<file path="config.mk">
export PLATFORM = sky130hd
export DESIGN_NAME = frame_time_smoother_core
export DESIGN_NICKNAME = d
export VERILOG_FILES = /design/src/rtl/core/fts_pkg.sv /design/src/rtl/core/fts_div.sv /design/src/rtl/core/fts_dp.sv /design/src/rtl/core/fts_ctrl.sv /design/src/rtl/core/frame_time_smoother_core.sv
export SDC_FILE = /design/constraint.sdc
export NUM_CORES = 2
export LEC_CHECK = 0
export ABC_AREA = 0
export BUFFER_PORTS_ARGS = -buffer_cell sky130_fd_sc_hd__buf_4
export CORE_MARGIN = 2
export CORE_UTILIZATION = 56
export DETAILED_ROUTE_END_ITERATION = 8
export GPL_ROUTABILITY_DRIVEN = 0
export PLACE_DENSITY_LB_ADDON = 0.3
export SYNTH_ARGS = -nofsm -noshare
export SYNTH_HDL_FRONTEND = slang
export SYNTH_SLANG_ARGS = --single-unit
</file>
<file path="constraint.sdc">
create_clock -name clk -period 9.15 [get_ports clk]
set_input_delay 1.83 -clock clk [delete_from_list [all_inputs] [get_ports clk]]
set_output_delay 1.83 -clock clk [all_outputs]
set_load 0.1 [all_outputs]
</file>
<file path="src/rtl/core/fts_pkg.sv">
// ----------------------------------------------------------------------------
// fts_pkg
// Shared widths, register codes, reset values and the control and status
// bundles that pass between the frame time smoother controller and datapath.
// ----------------------------------------------------------------------------
package fts_pkg;

	// Field widths
	localparam int unsigned PERIOD_W  = 24;
	localparam int unsigned ALPHA_W   = 9;
	localparam int unsigned SCALE_W   = 16;
	localparam int unsigned SMOOTH_W  = 32;
	localparam int unsigned SCALED_W  = 40;
	localparam int unsigned ELAPSED_W = 56;
	localparam int unsigned FPS_W     = 20;
	localparam int unsigned CFG_IDX_W = 2;
	localparam int unsigned CFG_DAT_W = 24;

	// Shared multiplier operand and product widths
	localparam int unsigned MUL_A_W = SMOOTH_W;
	localparam int unsigned MUL_B_W = SCALE_W;
	localparam int unsigned MUL_P_W = MUL_A_W + MUL_B_W;

	// Blend accumulator: two 41-bit products and their sum
	localparam int unsigned BLEND_W = 42;

	// Default tick rate of the frame rate divide
	localparam int unsigned TICKS_DEFAULT = 1000000;

	// Register indexes
	localparam logic [CFG_IDX_W-1:0] CFG_MAX_PERIOD = 2'd0;
	localparam logic [CFG_IDX_W-1:0] CFG_ALPHA      = 2'd1;
	localparam logic [CFG_IDX_W-1:0] CFG_SCALE      = 2'd2;

	// Register reset values
	localparam logic [PERIOD_W-1:0] MAX_PERIOD_RST = 24'd100000;
	localparam logic [ALPHA_W-1:0]  ALPHA_RST      = 9'd26;
	localparam logic [SCALE_W-1:0]  SCALE_RST      = 16'd256;

	// Unity weight in Q1.8
	localparam logic [ALPHA_W-1:0] ALPHA_ONE = 9'd256;

	// Frame rate ceiling
	localparam logic [FPS_W-1:0] FPS_MAX = 20'hFFFFF;

	// Shared multiplier operand selects
	localparam logic [1:0] MUL_OLD   = 2'd0;
	localparam logic [1:0] MUL_NEW   = 2'd1;
	localparam logic [1:0] MUL_SCALE = 2'd2;

	// Controller to datapath commands
	typedef struct packed {
		logic       load_in;
		logic [1:0] mul_sel;
		logic       acc_load;
		logic       smooth_upd;
		logic       accum;
		logic       out_load;
	} fts_cmd_t;

	// Datapath to controller status
	typedef struct packed {
		logic div_done;
	} fts_sts_t;

endpackage

</file>
<file path="src/rtl/core/fts_div.sv">
// ----------------------------------------------------------------------------
// fts_div
// Restoring divider, one quotient bit per cycle: a fixed dividend over a
// 24-bit divisor loaded at start. done rises when the last bit is in.
// ----------------------------------------------------------------------------
module fts_div
	import fts_pkg::*;
#(
	parameter int unsigned DIVIDEND = TICKS_DEFAULT,
	localparam int unsigned Q_W   = $clog2(DIVIDEND + 1),
	localparam int unsigned CNT_W = $clog2(Q_W + 1)
) (
	input  logic                clk,
	input  logic                arst_n,
	input  logic                start,
	input  logic [PERIOD_W-1:0] divisor,
	output logic [Q_W-1:0]      quotient,
	output logic                done
);

	localparam logic [Q_W-1:0]   DVD   = Q_W'(DIVIDEND);
	localparam logic [CNT_W-1:0] STEPS = CNT_W'(Q_W);

	logic [CNT_W-1:0]    cnt_q;
	logic                done_q;
	logic [Q_W-1:0]      dvd_q;
	logic [Q_W-1:0]      quo_q;
	logic [PERIOD_W-1:0] rem_q;
	logic [PERIOD_W-1:0] dsr_q;
	logic [PERIOD_W:0]   trial;
	logic                ge;

	// Bring down the next dividend bit and compare against the divisor
	assign trial = {rem_q, dvd_q[Q_W-1]};
	assign ge    = (trial >= {1'b0, dsr_q});

	// Step counter and completion flag
	always_ff @(posedge clk or negedge arst_n) begin
		if (!arst_n) begin
			cnt_q  <= '0;
			done_q <= 1'b0;
		end else if (start) begin
			cnt_q  <= STEPS;
			done_q <= 1'b0;
		end else if (cnt_q != '0) begin
			cnt_q <= cnt_q - 1'b1;
			if (cnt_q == CNT_W'(1)) begin
				done_q <= 1'b1;
			end
		end
	end

	// Shift in one quotient bit per step
	always_ff @(posedge clk) begin
		if (start) begin
			dvd_q <= DVD;
			quo_q <= '0;
			rem_q <= '0;
			dsr_q <= divisor;
		end else if (cnt_q != '0) begin
			dvd_q <= dvd_q << 1;
			quo_q <= {quo_q[Q_W-2:0], ge};
			rem_q <= ge ? PERIOD_W'(trial - {1'b0, dsr_q}) : trial[PERIOD_W-1:0];
		end
	end

	assign quotient = quo_q;
	assign done     = done_q;

endmodule

</file>
<file path="src/rtl/core/fts_dp.sv">
// ----------------------------------------------------------------------------
// fts_dp
// Datapath: configuration registers, clamp, shared 32x16 multiplier, blend
// accumulator, smoothed and elapsed state, frame rate divider and the output
// holding registers.
// ----------------------------------------------------------------------------
module fts_dp
	import fts_pkg::*;
#(
	parameter int unsigned TICKS_PER_SECOND = TICKS_DEFAULT
) (
	input  logic                 clk,
	input  logic                 arst_n,
	input  logic                 cfg_we,
	input  logic [CFG_IDX_W-1:0] cfg_index,
	input  logic [CFG_DAT_W-1:0] cfg_data,
	input  logic [PERIOD_W-1:0]  period_us,
	input  fts_cmd_t             cmd,
	output fts_sts_t             sts,
	output logic [PERIOD_W-1:0]  unscaled_delta_us,
	output logic [SCALED_W-1:0]  scaled_delta,
	output logic [ELAPSED_W-1:0] elapsed_total,
	output logic [FPS_W-1:0]     frames_per_second
);

	localparam int unsigned Q_W  = $clog2(TICKS_PER_SECOND + 1);
	localparam int unsigned QX_W = (Q_W > FPS_W) ? Q_W : FPS_W;

	logic [PERIOD_W-1:0]  max_period_q;
	logic [ALPHA_W-1:0]   alpha_cfg_q;
	logic [SCALE_W-1:0]   scale_q;
	logic [SMOOTH_W-1:0]  smooth_q;
	logic [ELAPSED_W-1:0] elapsed_q;
	logic [PERIOD_W-1:0]  raw_q;
	logic [BLEND_W-1:0]   acc_q;
	logic [SCALED_W-1:0]  scaled_q;
	logic [MUL_P_W-1:0]   prod_s1;
	logic [PERIOD_W-1:0]  raw_out_q;
	logic [SCALED_W-1:0]  scaled_out_q;
	logic [ELAPSED_W-1:0] elapsed_out_q;
	logic [FPS_W-1:0]     fps_out_q;

	logic [PERIOD_W-1:0]  clamped;
	logic [ALPHA_W-1:0]   alpha;
	logic [ALPHA_W-1:0]   keep_w;
	logic [MUL_A_W-1:0]   mul_a;
	logic [MUL_B_W-1:0]   mul_b;
	logic [BLEND_W-1:0]   blend_sum;
	logic [SMOOTH_W-1:0]  sample;
	logic [Q_W-1:0]       quotient;
	logic [QX_W-1:0]      quo_ext;
	logic [FPS_W-1:0]     fps;

	// Configuration registers
	always_ff @(posedge clk or negedge arst_n) begin
		if (!arst_n) begin
			max_period_q <= MAX_PERIOD_RST;
			alpha_cfg_q  <= ALPHA_RST;
			scale_q      <= SCALE_RST;
		end else if (cfg_we) begin
			unique case (cfg_index)
				CFG_MAX_PERIOD: max_period_q <= cfg_data;
				CFG_ALPHA:      alpha_cfg_q  <= cfg_data[ALPHA_W-1:0];
				CFG_SCALE:      scale_q      <= cfg_data[SCALE_W-1:0];
				default: begin
				end
			endcase
		end
	end

	// Clamp the period and limit alpha to one
	assign clamped = (period_us > max_period_q) ? max_period_q : period_us;
	assign alpha   = (alpha_cfg_q > ALPHA_ONE) ? ALPHA_ONE : alpha_cfg_q;
	assign keep_w  = ALPHA_ONE - alpha;
	assign sample  = {raw_q, 8'd0};

	// Select operands of the shared multiplier
	always_comb begin
		case (cmd.mul_sel)
			MUL_OLD: begin
				mul_a = smooth_q;
				mul_b = MUL_B_W'(keep_w);
			end
			MUL_NEW: begin
				mul_a = sample;
				mul_b = MUL_B_W'(alpha);
			end
			MUL_SCALE: begin
				mul_a = smooth_q;
				mul_b = scale_q;
			end
			default: begin
				mul_a = '0;
				mul_b = '0;
			end
		endcase
	end

	// Register the product
	always_ff @(posedge clk) begin
		prod_s1 <= mul_a * mul_b;
	end

	// Hold the clamped period, the first blend term and the scaled delta
	always_ff @(posedge clk) begin
		if (cmd.load_in) begin
			raw_q <= clamped;
		end
		if (cmd.acc_load) begin
			acc_q <= prod_s1[BLEND_W-1:0];
		end
		if (cmd.accum) begin
			scaled_q <= prod_s1[MUL_P_W-1:8];
		end
	end

	assign blend_sum = acc_q + prod_s1[BLEND_W-1:0];

	// Smoothed period and elapsed accumulator
	always_ff @(posedge clk or negedge arst_n) begin
		if (!arst_n) begin
			smooth_q  <= '0;
			elapsed_q <= '0;
		end else begin
			if (cmd.smooth_upd) begin
				smooth_q <= (smooth_q == '0) ? sample : blend_sum[SMOOTH_W+7:8];
			end
			if (cmd.accum) begin
				elapsed_q <= elapsed_q + ELAPSED_W'(prod_s1[MUL_P_W-1:8]);
			end
		end
	end

	// Frame rate divider
	fts_div #(
		.DIVIDEND (TICKS_PER_SECOND)
	) u_div (
		.clk      (clk),
		.arst_n   (arst_n),
		.start    (cmd.load_in),
		.divisor  (clamped),
		.quotient (quotient),
		.done     (sts.div_done)
	);

	// Saturate the rate and force zero for a zero period
	assign quo_ext = QX_W'(quotient);
	always_comb begin
		if (raw_q == '0) begin
			fps = '0;
		end else if (quo_ext > QX_W'(FPS_MAX)) begin
			fps = FPS_MAX;
		end else begin
			fps = quo_ext[FPS_W-1:0];
		end
	end

	// Output holding registers
	always_ff @(posedge clk) begin
		if (cmd.out_load) begin
			raw_out_q     <= raw_q;
			scaled_out_q  <= scaled_q;
			elapsed_out_q <= elapsed_q;
			fps_out_q     <= fps;
		end
	end

	assign unscaled_delta_us = raw_out_q;
	assign scaled_delta      = scaled_out_q;
	assign elapsed_total     = elapsed_out_q;
	assign frames_per_second = fps_out_q;

endmodule

</file>
<file path="src/rtl/core/fts_ctrl.sv">
// ----------------------------------------------------------------------------
// fts_ctrl
// Controller: steps the datapath through the multiply sequence for one item,
// waits for the divider and owns both channel handshakes.
// ----------------------------------------------------------------------------
module fts_ctrl
	import fts_pkg::*;
(
	input  logic     clk,
	input  logic     arst_n,
	input  logic     in_valid,
	output logic     in_stall,
	output logic     out_valid,
	input  logic     out_stall,
	input  fts_sts_t sts,
	output fts_cmd_t cmd
);

	localparam logic [2:0] S_IDLE      = 3'd0;
	localparam logic [2:0] S_MUL_OLD   = 3'd1;
	localparam logic [2:0] S_MUL_NEW   = 3'd2;
	localparam logic [2:0] S_BLEND     = 3'd3;
	localparam logic [2:0] S_MUL_SCALE = 3'd4;
	localparam logic [2:0] S_ACCUM     = 3'd5;
	localparam logic [2:0] S_FINISH    = 3'd6;

	logic [2:0] state_q;
	logic [2:0] state_d;
	logic       out_valid_q;

	// Next state and commands
	always_comb begin
		state_d = state_q;
		cmd     = '0;
		unique case (state_q)
			S_IDLE: begin
				if (in_valid) begin
					cmd.load_in = 1'b1;
					state_d     = S_MUL_OLD;
				end
			end
			S_MUL_OLD: begin
				cmd.mul_sel = MUL_OLD;
				state_d     = S_MUL_NEW;
			end
			S_MUL_NEW: begin
				cmd.mul_sel  = MUL_NEW;
				cmd.acc_load = 1'b1;
				state_d      = S_BLEND;
			end
			S_BLEND: begin
				cmd.smooth_upd = 1'b1;
				state_d        = S_MUL_SCALE;
			end
			S_MUL_SCALE: begin
				cmd.mul_sel = MUL_SCALE;
				state_d     = S_ACCUM;
			end
			S_ACCUM: begin
				cmd.accum = 1'b1;
				state_d   = S_FINISH;
			end
			S_FINISH: begin
				if (sts.div_done && (!out_valid_q || !out_stall)) begin
					cmd.out_load = 1'b1;
					state_d      = S_IDLE;
				end
			end
			default: begin
				state_d = S_IDLE;
			end
		endcase
	end

	// State and output valid
	always_ff @(posedge clk or negedge arst_n) begin
		if (!arst_n) begin
			state_q     <= S_IDLE;
			out_valid_q <= 1'b0;
		end else begin
			state_q <= state_d;
			if (cmd.out_load) begin
				out_valid_q <= 1'b1;
			end else if (!out_stall) begin
				out_valid_q <= 1'b0;
			end
		end
	end

	assign in_stall  = (state_q != S_IDLE);
	assign out_valid = out_valid_q;

endmodule

</file>
<file path="src/rtl/core/frame_time_smoother_core.sv">
// ----------------------------------------------------------------------------
// frame_time_smoother_core
// Clamped exponential moving average of frame periods, with a scaled delta,
// a wrapping elapsed total and a frame rate per measured period.
//
//   channel  dir  handshake             payload
//   in       in   in_valid / in_stall   period_us
//   out      out  out_valid / out_stall unscaled_delta_us, scaled_delta,
//                                       elapsed_total, frames_per_second
//   cfg      in   cfg_we                cfg_index, cfg_data
//
// An item is taken at transfer, runs the multiply sequence, then waits for the
// one-bit-per-cycle frame rate divider (quotient width 20 at one million ticks
// per second) and a free output register; no new transfer is taken until its
// result is loaded. The blend and scaling share one 32x16 multiplier. Reset
// clears the averaging state and loads the register defaults. A result waits
// in its output register under out_stall while the next item is worked on.
// ----------------------------------------------------------------------------
module frame_time_smoother_core
	import fts_pkg::*;
#(
	parameter int unsigned TICKS_PER_SECOND = TICKS_DEFAULT
) (
	input  logic                 clk,
	input  logic                 arst_n,
	input  logic                 cfg_we,
	input  logic [CFG_IDX_W-1:0] cfg_index,
	input  logic [CFG_DAT_W-1:0] cfg_data,
	input  logic                 in_valid,
	output logic                 in_stall,
	input  logic [PERIOD_W-1:0]  period_us,
	output logic                 out_valid,
	input  logic                 out_stall,
	output logic [PERIOD_W-1:0]  unscaled_delta_us,
	output logic [SCALED_W-1:0]  scaled_delta,
	output logic [ELAPSED_W-1:0] elapsed_total,
	output logic [FPS_W-1:0]     frames_per_second
);

	fts_cmd_t cmd;
	fts_sts_t sts;

	// Sequence control and handshakes
	fts_ctrl u_ctrl (
		.clk       (clk),
		.arst_n    (arst_n),
		.in_valid  (in_valid),
		.in_stall  (in_stall),
		.out_valid (out_valid),
		.out_stall (out_stall),
		.sts       (sts),
		.cmd       (cmd)
	);

	// Arithmetic and state
	fts_dp #(
		.TICKS_PER_SECOND (TICKS_PER_SECOND)
	) u_dp (
		.clk               (clk),
		.arst_n            (arst_n),
		.cfg_we            (cfg_we),
		.cfg_index         (cfg_index),
		.cfg_data          (cfg_data),
		.period_us         (period_us),
		.cmd               (cmd),
		.sts               (sts),
		.unscaled_delta_us (unscaled_delta_us),
		.scaled_delta      (scaled_delta),
		.elapsed_total     (elapsed_total),
		.frames_per_second (frames_per_second)
	);

endmodule

</file>
### Word level (Yosys, flattened, before mapping)

Index checks and enable logic that the tools add are counted.

| word-level totals | value |
|---|---|
| bits in registers | 497 |
| word-level logic and storage cells | 88 |

| cells by class | value |
|---|---|
| add/subtract/negate cells | 5 |
| multiply operators | 1 |
| $lt $le $gt $ge | 4 |
| equal/unequal tests | 14 |
| mux-type cells | 25 |
| reduce and logical (&&, ||, !) cells | 19 |

Operators with widths:

| cell | count |
|---|---|
| $pmux W32 S2 | 1 |
| $add A56 B40 Y56 | 1 |
| $mul A32 B16 Y48 | 1 |
| $mux W24 | 2 |
| $pmux W16 S3 | 1 |
| $add A40 B40 Y40 | 1 |
| $logic_not A32 Y1 | 1 |
| $mux W32 | 1 |
| $ge A25 B24 Y1 | 1 |
| $gt A24 B24 Y1 | 1 |
| $logic_not A24 Y1 | 1 |
| $sub A24 B24 Y24 | 1 |
| $pmux W3 S7 | 1 |
| $gt A20 B20 Y1 const B | 1 |
| $mux W20 | 1 |
| $mux W1 | 12 |
| $mux W5 | 2 |
| $reduce_and A2 Y1 | 5 |
| $eq A3 B3 Y1 const B | 3 |
| $gt A9 B9 Y1 const B | 1 |
| $mux W9 | 1 |
| $sub A9 B9 Y9 const A | 1 |
| $eq A3 B2 Y1 const B | 2 |
| $mux W3 | 2 |
| 17 further kinds | 23 |

### Depth between registers and ports, before layout

| depth | value |
|---|---|
| word-level depth | 6 |
| depth in mapped cells | 35 |
| depth with buffers taken out | 32 |

### Cells and area by module

From an unflattened synthesis, not the netlist that was laid out.

| unflattened totals | value |
|---|---|
| cells, all modules | 4075 |
| area total of the unflattened synthesis | 40457.6 um^2 |

By module, submodules not included:

| module | times used | cells an instance | area an instance (um^2) |
|---|---|---|---|
| fts_dp | 1 | 3511 | 35467.8 |
| fts_div | 1 | 535 | 4744.6 |
| fts_ctrl | 1 | 29 | 245.2 |

### Least setup slack after synthesis

OpenSTA, ideal clock, no wires.

| timing | value |
|---|---|
| kind | input-to-reg |
| start | input out_stall |
| end | register u_dp.elapsed_out_q[0] (netlist: u_dp.elapsed_total[0]) (enable) |
| setup time | 0.641 ns |
| data arrival time | 7.945 ns |
| path slack | 0.564 ns |
| stages on the path | 4 |
| path through | nand2_1 and2_1 nand2_1 nor2_1 |

RTL lines:

| what | line | RTL |
|---|---|---|
| start, declared | frame_time_smoother_core.sv:33 | `input logic out_stall,` |
| end signal, assigned | fts_dp.sv:163 | `elapsed_out_q <= elapsed_q;` |
| end, declared | fts_dp.sv:40 | `logic [ELAPSED_W-1:0] elapsed_out_q;` |

### Final worst setup path

| timing | value |
|---|---|
| start | register u_dp.alpha_cfg_q[8] |
| end | register u_dp.prod_s1[41] |

| between the ends | value |
|---|---|
| cells in the longest elaborated chain, start to end | 5 |

Ends and longest elaborated chain:

| what | line | RTL |
|---|---|---|
| start, declared | fts_dp.sv:30 | `logic [ALPHA_W-1:0] alpha_cfg_q;` |
| start signal, assigned | fts_dp.sv:63 | `CFG_ALPHA: alpha_cfg_q <= cfg_data[ALPHA_W-1:0];` |
| $gt A9 B9 Y1 | fts_dp.sv:73 | `assign alpha = (alpha_cfg_q > ALPHA_ONE) ? ALPHA_ONE : alpha_cfg_q;` |
| $mux W9 (*) | fts_dp.sv:73 |  |
| $sub A9 B9 Y9 | fts_dp.sv:74 | `assign keep_w = ALPHA_ONE - alpha;` |
| $pmux W16 S3 (*) | fts_dp.sv:79 | `case (cmd.mul_sel)` |
| $mul A32 B16 Y48 (*) | fts_dp.sv:101 | `prod_s1 <= mul_a * mul_b;` |
| end signal, assigned | fts_dp.sv:101 |  |
| end, declared | fts_dp.sv:37 | `logic [MUL_P_W-1:0] prod_s1;` |

Every way passes the cells marked *; elsewhere a longest branch is shown, timed or not.
A chain may end at the register's enable or synchronous reset.

==> results.sh <==
export IMPL_grt_pass1_wl_mm=168
export IMPL_skew_ns=0.0226
export IMPL_worst_endpoint_arrival_ns=9.15
export IMPL_initial_core_util_pct=56.4
export IMPL_grt_overflow=0
export IMPL_syn_nets=4814
export IMPL_yosysWarnings=0
export IMPL_postCtsHoldBufs=0
export IMPL_path_clk_slew_ns=0.06
export IMPL_rsz0062_at_grt="yes"
export IMPL_slew_headroom_pct=7.03
export IMPL_wirelength_mm=104
export IMPL_synth_cells=4089
export IMPL_crit_required_ns=9.63
export IMPL_startpoint_type="register"
export IMPL_cpPeakStageDelay_ns=0.56
export IMPL_crit_fanout=24
export IMPL_layout_common_cells="inv_1, nand2_1, fa_1"
export IMPL_final_hold_viol_count=0
export IMPL_cts_buffers=51
export IMPL_endpoint_kind="register"
export IMPL_dpl_hpwl_mm=79.7
export IMPL_fp_dieW_um=269
export IMPL_synth_seq_cells=497
export IMPL_drive_gt1_share_pct=10.7
export IMPL_cts_buffer_depth=3
export IMPL_layout_nets=4968
export IMPL_cap_violations=0
export IMPL_grt_total_usage_pct=29.4
export IMPL_grt_start_max_net_pins=128
export IMPL_boundaryPins=197
export IMPL_ys_flop_type="edfxtp_1"
export IMPL_syn_avg_cell_area_um2=9.63
export IMPL_portBuffers=196
export IMPL_fin_area_um2=43800
export IMPL_synth_enable_flop_cells=244
export IMPL_clock_root_buffer="clkbuf_16"
export IMPL_fin_cells=5227
export IMPL_antenna_left=0
export IMPL_timing_hold_ws_ns=0.419
export IMPL_fp_row_count=97
export IMPL_vias=30194
export IMPL_coreArea_um2=69800
export IMPL_worst_slew_pin_slew_ns=1.39
export IMPL_syn2layout_area_growth_pct=11.4
export IMPL_yosysUniqueCellTypes=75
export IMPL_fin_crit_ns=8.67
export IMPL_cp_slowest_cell="a21oi_1"
export IMPL_final_common_cell="inv_1"
export IMPL_outcome="finished, final reports clean"
export IMPL_first_pass_iters=7
export IMPL_synthArstFlopShare_pct=29.6
export IMPL_antenna_found_initial=1
export IMPL_dp_cells=5130
export IMPL_grt_pass1_vias=30861
export IMPL_tritoncts="yes"
export IMPL_min_delay_path_class="register to register"
export IMPL_fillers=5687
export IMPL_avgViaCountPerCell=5.78
export IMPL_synth_area_um2=39400
export IMPL_slew_violations=0
export IMPL_critical_path_class="register to register"
export IMPL_seq_area_frac_synth_pct=33.4
export IMPL_drt_initial_drc_count=2858
export IMPL_clock_latency_ns=0.62
export IMPL_timing_final_crit_share_pct=94.7
export IMPL_finalSetupViolations=0
export IMPL_drcViolationCount=0
export IMPL_path_common_cell="fa_1"
export IMPL_dieArea_um2=72400
export IMPL_dieHeight_um=269
export IMPL_cts_sinks=497
export IMPL_cts_setup_buffers=0
export IMPL_dpl_cell_area_um2=42000
export IMPL_max_freq_mhz=115
export IMPL_cts_max_level=2
export IMPL_wire_per_inst_um=20.0
layout make-up:
cell class | instances | area [um2] | area share (%)
clock inverter | 36 | 512 | 1.17
sequential | 497 | 13100 | 30.0
inverter | 591 | 2220 | 5.07
tap | 940 | 1180 | 2.68
clock buffer | 60 | 1330 | 3.03
timing repair buffer | 272 | 2060 | 4.69
multi-input combinational | 2830 | 23400 | 53.4
antenna | 1 | 2.50 | 0.00571
synth_stat cells, types with 74 or more instances:
library cell	number	area share, %
fa_1	420	21
dfrtp_1	137	8.7
a21oi_1	220	2.8
xor2_1	77	1.7
o21ai_0	191	2.4
edfxtp_1	244	19
xnor2_1	74	1.6
inv_1	588	5.6
clkbuf_1	146	1.4
ha_1	250	7.9
nor2_1	328	3.1
a21o_1	92	1.8
dfxtp_1	106	5.4
nand2_1	565	5.4
sequential cells by signal, indices dropped and copies added (netlist names), 3 cells and up:
name and cells:
u_dp.u_div.dsr_q 24, u_dp.scaled_q 40, u_ctrl.state_q 3, u_dp.u_div.rem_q 24, u_dp.u_div.quotient 20, u_dp.prod_s1 48, u_dp.smooth_q 32, u_dp.max_period_q 24
u_dp.u_div.dvd_q 14, u_dp.u_div.cnt_q 5, u_dp.scaled_delta 40, u_dp.unscaled_delta_us 24, u_dp.frames_per_second 20, u_dp.scale_q 16, u_dp.elapsed_q 56, u_dp.alpha_cfg_q 9
u_dp.elapsed_total 56, u_dp.acc_q 40
routing by layer:
layer | track usage (%) | up-vias | routed length, um
met5 | 0 | - | 0
met4 | 18.4 | 0 | 7470
met3 | 6.39 | 387 | 9420
met2 | 45.8 | 1331 | 47300
met1 | 37.6 | 14778 | 40100
li1 | - | 13698 | -
path summary, 6_finish.rpt:
check	start	end	slack, ns	cells past startpoint
worst max-delay path	u_dp.alpha_cfg_q[8]	u_dp.prod_s1[41]	0.48	31
worst min-delay path	u_dp.scaled_q[17]	u_dp.scaled_delta[17]	0.42	0
worst max register to register	u_dp.alpha_cfg_q[8]	u_dp.prod_s1[41]	0.48	31
worst min register to register	u_dp.scaled_q[17]	u_dp.scaled_delta[17]	0.42	0
max in group asynchronous	arst_n	u_dp.elapsed_q[53]	6.32	2
min in group asynchronous	arst_n	u_dp.max_period_q[19]	1.25	1
through the flow:
| step | util [%] | setup slack (ns) | setup TNS (ns) |
|---|---|---|---|
| floorplan | - | 0.564 | 0 |
| global placement | 60.2 | 0.679 | 0 |
| detailed placement | 60.2 | 0.508 | 0 |
| CTS | 62.8 | 0.485 | 0 |
| global route | 62.8 | -0.0356 | -0.0604 |
| finish | 62.8 | 0.483 | 0 |
cells by family (layout without fill, tap and decap cells):
family / Yosys count / after routing / synth area share (%)
fa+ha+maj: 670 / 670 / 29.3
mux: 64 / 64 / 1.79
other cells: 0 / 1 / 0
flops: 497 / 497 / 33.4
xor+xnor: 151 / 151 / 3.36
compound gates: 727 / 727 / 11.4
simple gates: 1218 / 1218 / 13.5
buf+inv: 762 / 959 / 7.33
worst max-delay path: cells and delay by family (launching register included):
kind                     cells  cell delay [ns]
flip-flops                   1             0.53
AND/OR/NAND/NOR              3             0.41
AO/OA/AOI/OAI               13             3.12
buffers and inverters        6             0.75
adder cells (fa/ha/maj)      8             3.56
XOR/XNOR                     1             0.15
timing repair:
action / in CTS / in global routing
gates resized for setup: 0 / 3
hold endpoints to repair: 0 / 0
setup endpoints to repair: 0 / 8
Power is left out: the tool's default activity adds up to more than one toggle a clock period on the data nets, which glitch-free logic cannot reach.
